`config.mk`:
```
export PLATFORM = sky130hd
export DESIGN_NAME = hgsd_mix
export DESIGN_NICKNAME = d
export VERILOG_FILES = /design/src/hgsd_pkg.sv /design/src/hgsd_mix.sv
export SDC_FILE = /design/constraint.sdc
export NUM_CORES = 2
export LEC_CHECK = 0
export BUFFER_PORTS_ARGS = -buffer_cell sky130_fd_sc_hd__buf_4
export CORE_MARGIN = 4
export CORE_UTILIZATION = 70
export CTS_CLUSTER_DIAMETER = 100
export CTS_CLUSTER_SIZE = 16
export DETAILED_ROUTE_END_ITERATION = 8
export PLACE_DENSITY = 0.88
export SLEW_MARGIN = 20
export SYNTH_ARGS = -nofsm -noshare
export SYNTH_HDL_FRONTEND = slang
export SYNTH_SLANG_ARGS = --single-unit
```
`constraint.sdc`:
```
create_clock -name clk -period 15 [get_ports clk]
set_input_delay 3 -clock clk [delete_from_list [all_inputs] [get_ports clk]]
set_output_delay 3 -clock clk [all_outputs]
set_load 0.005 [all_outputs]
```
`src/hgsd_pkg.sv`:
```
// Shared constants, codes and interface types of the hash-gated stream decrypt block.
`default_nettype none

package hgsd_pkg;

  localparam int PAYLOAD_DEPTH = 4096;
  localparam int ADDR_W        = $clog2(PAYLOAD_DEPTH);
  localparam int CNT_W         = $clog2(PAYLOAD_DEPTH + 1);

  localparam logic [63:0] MIX_MUL_A = 64'hff51afd7ed558ccd;
  localparam logic [63:0] MIX_MUL_B = 64'hc4ceb9fe1a85ec53;

  typedef enum logic [1:0] {
    OP_LOAD  = 2'd0,
    OP_READ  = 2'd1,
    OP_CLEAR = 2'd2,
    OP_NOP   = 2'd3
  } op_t;

  typedef enum logic [1:0] {
    ST_OK    = 2'd0,
    ST_GATE  = 2'd1,
    ST_RANGE = 2'd2,
    ST_FULL  = 2'd3
  } status_t;

  localparam logic [2:0] CFG_HASH_SEED     = 3'd0;
  localparam logic [2:0] CFG_EXPECTED_HASH = 3'd1;
  localparam logic [2:0] CFG_KEY_MASK      = 3'd2;
  localparam logic [2:0] CFG_STREAM_ADD    = 3'd3;
  localparam logic [2:0] CFG_STREAM_MUL    = 3'd4;
  localparam logic [2:0] CFG_STREAM_XOR    = 3'd5;

  typedef struct packed {
    logic        start;
    logic [63:0] hash;
    logic [7:0]  data;
  } mix_req_t;

  typedef struct packed {
    logic        done;
    logic [63:0] hash;
  } mix_rsp_t;

endpackage

`default_nettype wire

```
`src/hgsd_mix.sv`:
```
// Byte fold of the running hash, two 64-bit multiplies built from one shared 32x32 multiplier.
`default_nettype none

module hgsd_mix (
  input  wire logic             clk,
  input  wire logic             rst_n,
  input  wire hgsd_pkg::mix_req_t req,
  output hgsd_pkg::mix_rsp_t    rsp
);
  import hgsd_pkg::*;

  logic        busy_r, busy_nxt;
  logic        done_r, done_nxt;
  logic [2:0]  step_r, step_nxt;
  logic [63:0] x_r, x_nxt;
  logic [63:0] acc_r, acc_nxt;
  logic [63:0] prod_r, prod_nxt;
  logic [63:0] k;
  logic [31:0] mul_a, mul_b;
  logic [31:0] hi_sum;
  logic [63:0] full;

  // Step bit 2 selects the multiplier constant. Within a multiply the low product
  // and two cross products are taken one per cycle; the high-by-high product falls
  // outside 64 bits and is never formed.
  always_comb begin
    k = step_r[2] ? MIX_MUL_B : MIX_MUL_A;
    case (step_r[1:0])
      2'd0: begin
        mul_a = x_r[31:0];
        mul_b = k[31:0];
      end
      2'd1: begin
        mul_a = x_r[31:0];
        mul_b = k[63:32];
      end
      default: begin
        mul_a = x_r[63:32];
        mul_b = k[31:0];
      end
    endcase
    prod_nxt = 64'(mul_a) * 64'(mul_b);
    hi_sum   = acc_r[63:32] + prod_r[31:0];
    full     = {hi_sum, acc_r[31:0]};

    busy_nxt = busy_r;
    done_nxt = 1'b0;
    step_nxt = step_r;
    x_nxt    = x_r;
    acc_nxt  = acc_r;

    if (req.start) begin
      x_nxt    = req.hash ^ {56'd0, req.data};
      step_nxt = 3'd0;
      busy_nxt = 1'b1;
    end else if (busy_r) begin
      step_nxt = step_r + 3'd1;
      case (step_r[1:0])
        2'd1: acc_nxt = prod_r;
        2'd2: acc_nxt = full;
        2'd3: begin
          if (!step_r[2]) begin
            x_nxt = full ^ (full >> 32);
          end else begin
            x_nxt    = full ^ (full >> 29);
            busy_nxt = 1'b0;
            done_nxt = 1'b1;
          end
        end
        default: ;
      endcase
    end
  end

  always_ff @(posedge clk) begin
    if (!rst_n) begin
      busy_r <= 1'b0;
      done_r <= 1'b0;
      step_r <= 3'd0;
    end else begin
      busy_r <= busy_nxt;
      done_r <= done_nxt;
      step_r <= step_nxt;
    end
  end

  always_ff @(posedge clk) begin
    x_r    <= x_nxt;
    acc_r  <= acc_nxt;
    prod_r <= prod_nxt;
  end

  assign rsp.done = done_r;
  assign rsp.hash = x_r;

endmodule

`default_nettype wire

```
==> flow_metrics.tcl <==
set metrics [dict create \
    status "finished, final reports clean" \
    route.detailed.drc 0 \
    syn_to_final_growth_pct 5.95 \
    critical_path.max_stage_delay_ns 0.88 \
    ctsHoldBuffers 0 \
    fmax_mhz 95.1 \
    final-hold-violation-count 0 \
    synth-seq-cells 197 \
    grt_max_degree 65 \
    nNetsFinal 5511 \
    cts-buffers-inserted 17 \
    synth_edf_count 128 \
    fin_setup_tns_ns 0 \
    async_flop_share 0 \
    grt_pass1_wl_um 211000 \
    critPathTopFamily "adder cells" \
    startpoint "step_r[1]$_SDFFE_PP0P_" \
    wl_um 141000 \
    tightest_slew_ns 1.23 \
    root_buffer "clkbuf_16" \
    vias 32300 \
    grt_use_total 0.474 \
    worst_clock_skew_ns 0.0155 \
    cpMaxStageDelayCell "nor2_1" \
    utilization 0.750 \
    num_io_pins 140 \
    final_cell_area_mm2 0.0424 \
    port-buffer-count 139 \
    hold_start "prod_r[61]$_DFF_P_" \
    holdPathStages 1 \
    hp-class "reg2reg" \
    routed_via_density 6.41 \
    clk_pin_slew_ns 0.08 \
    arrival_ns 10.88 \
    first_global_vias 34300 \
    synth_cell_type_count 84 \
    yosysTopAreaCellShare 0.385 \
    ant_nets 0 \
    reg2regPathDepth 30 \
    cp_max_fo 48 \
    drv_slew 0 \
    initial_utilization 0.708 \
    crit_cells 30 \
    start_kind "flip-flop" \
    ys_warn_count 0 \
    min_period_ns 10.51 \
    die_y_um 247 \
    synthesis.nets 5452 \
    antenna_found_initial 6 \
    synth_area_mm2 0.0400 \
    drive_gt1_frac 0.0710 \
    clockBufferDepth 2 \
    crit_path_end_kind "flip-flop" \
    path_common_cell "fa_1" \
    setup_viol_count_final 0 \
    final_common_cell "inv_1" \
    dpl.hpwl_um 121000 \
    core.rowCount 87 \
    cts_setup_buffers 0 \
    drt-initial-drc-count 3927 \
    gp_congestion 1.09 \
    clock-sinks 197 \
    fin_crit_sh 0.701 \
    dr.pass1.iters 9 \
    die_w_um 247 \
    critPathBufInv 6 \
    relSlewSlack 0.159 \
    cts_tree "done" \
    die_area_mm2 0.0610 \
    placed_area_mm2 0.0418 \
    synth_area_leaders "fa_1, ha_1, edfxtp_1, inv_1, dfxtp_1" \
    maxCapViolations 0 \
    place_ws_ns 4.80 \
    routedWlPerCell_um 28.0 \
    crit_required_ns 15.37 \
    h-tree-depth 4 \
    crit_type "reg2reg" \
    yosysTopAreaCell "fa_1" \
    most-common-layout-cells "inv_1, fa_1, ha_1, nand2_1, nor2_1" \
    clock_latency_ns 0.45 \
    cts_resized 0 \
    coreArea_mm2 0.0565 \
    reg2reg_from "step_r[1]$_SDFFE_PP0P_" \
    fin_ws_ns 4.49 \
    yosys_most_used_dff "edfxtp_1" \
    synth_area_per_cell_um2 9.50 \
    ys_seq_area_frac 0.131 \
    rsz0062_at_grt "false" \
    grt_overflow 0 \
    syn-instance-count 4209 \
]
==> worst reg2reg max path: cells and delay by family, from the launching register on <==
kind,cells,cell delay [ns]
fa+ha+maj,10,4.56
compound gates,10,2.49
buf+inv,6,1.55
simple gates,3,1.35
flops,1,0.34
xor+xnor,1,0.14
==> routing by layer <==
layer / wire length, um / global-route usage
met5: 74 / 0
met4: 14600 / 0.362
met3: 16000 / 0.110
met2: 63700 / 0.736
met1: 46700 / 0.576
==> synth_stat cells (9+ instances only) <==
library cell,count
o31ai_1,10
edfxtp_1,128
o211ai_1,17
o21a_1,13
xor2_1,87
mux2i_1,43
nand2b_1,42
inv_1,965
nand4_1,20
fa_1,769
a21o_1,85
and2_1,24
nor3_1,29
and3_1,24
xnor2_1,108
o21ai_1,15
nor2b_1,50
buf_1,16
a31oi_1,21
dfxtp_1,69
nand3_1,42
o21ai_0,118
nor2_1,301
clkbuf_1,115
a21oi_1,163
or2_2,13
or3_1,9
o21bai_1,12
mux2_2,47
ha_1,399
nand2_1,316
==> logic make-up (layout without fill, tap and decap cells) <==
family / Yosys count / in the layout / share of synthesized area
and+or+nand+nor: 902 / 902 / 0.101
buffers and inverters: 1110 / 1182 / 0.105
muxes: 90 / 90 / 0.0240
AOI/OAI and AO/OA: 538 / 538 / 0.0843
xor gates and xnor gates: 195 / 195 / 0.0427
other: 1 / 3 / 0.0000937
adders and majority gates: 1176 / 1176 / 0.512
DFF: 197 / 197 / 0.131
==> sequential cells by signal, indices dropped and copies added, names as in the netlist <==
name and flops:
acc_r 64, prod_r 64, x_r 64, step_r 3, busy_r 1, done_r 1
==> final timing paths <==
kind                                       endpoint  slack (ns)
worst max-delay path             prod_r[56]$_DFF_P_        4.49
worst min-delay path            acc_r[61]$_DFFE_PP_        0.56
worst min register to register  acc_r[61]$_DFFE_PP_        0.56
worst max register to register   prod_r[56]$_DFF_P_        4.49
==> metrics by stage <==
stage / hold slack [ns] / cells
2_1_floorplan: 0.509 / 4209
3_3_place_gp: 0.522 / 5004
3_5_place_dp: 0.534 / 5005
4_1_cts: 0.556 / 5037
5_1_grt: 0.574 / 5037
6_report: 0.556 / 5039
==> area by class of cell <==
class	count	area, um2
Antenna cell	2	5.00
Clock buffer	19	454
Clock inverter	13	136
Fill cell	3848	14100
Inverter	971	3640
Multi-Input combinational cell	2902	30600
Sequential cell	197	5230
Tap cell	756	946
Timing Repair Buffer	179	1350
Power is left out: the tool's default activity adds up to more than one toggle a clock period on the data nets, which glitch-free logic cannot reach.
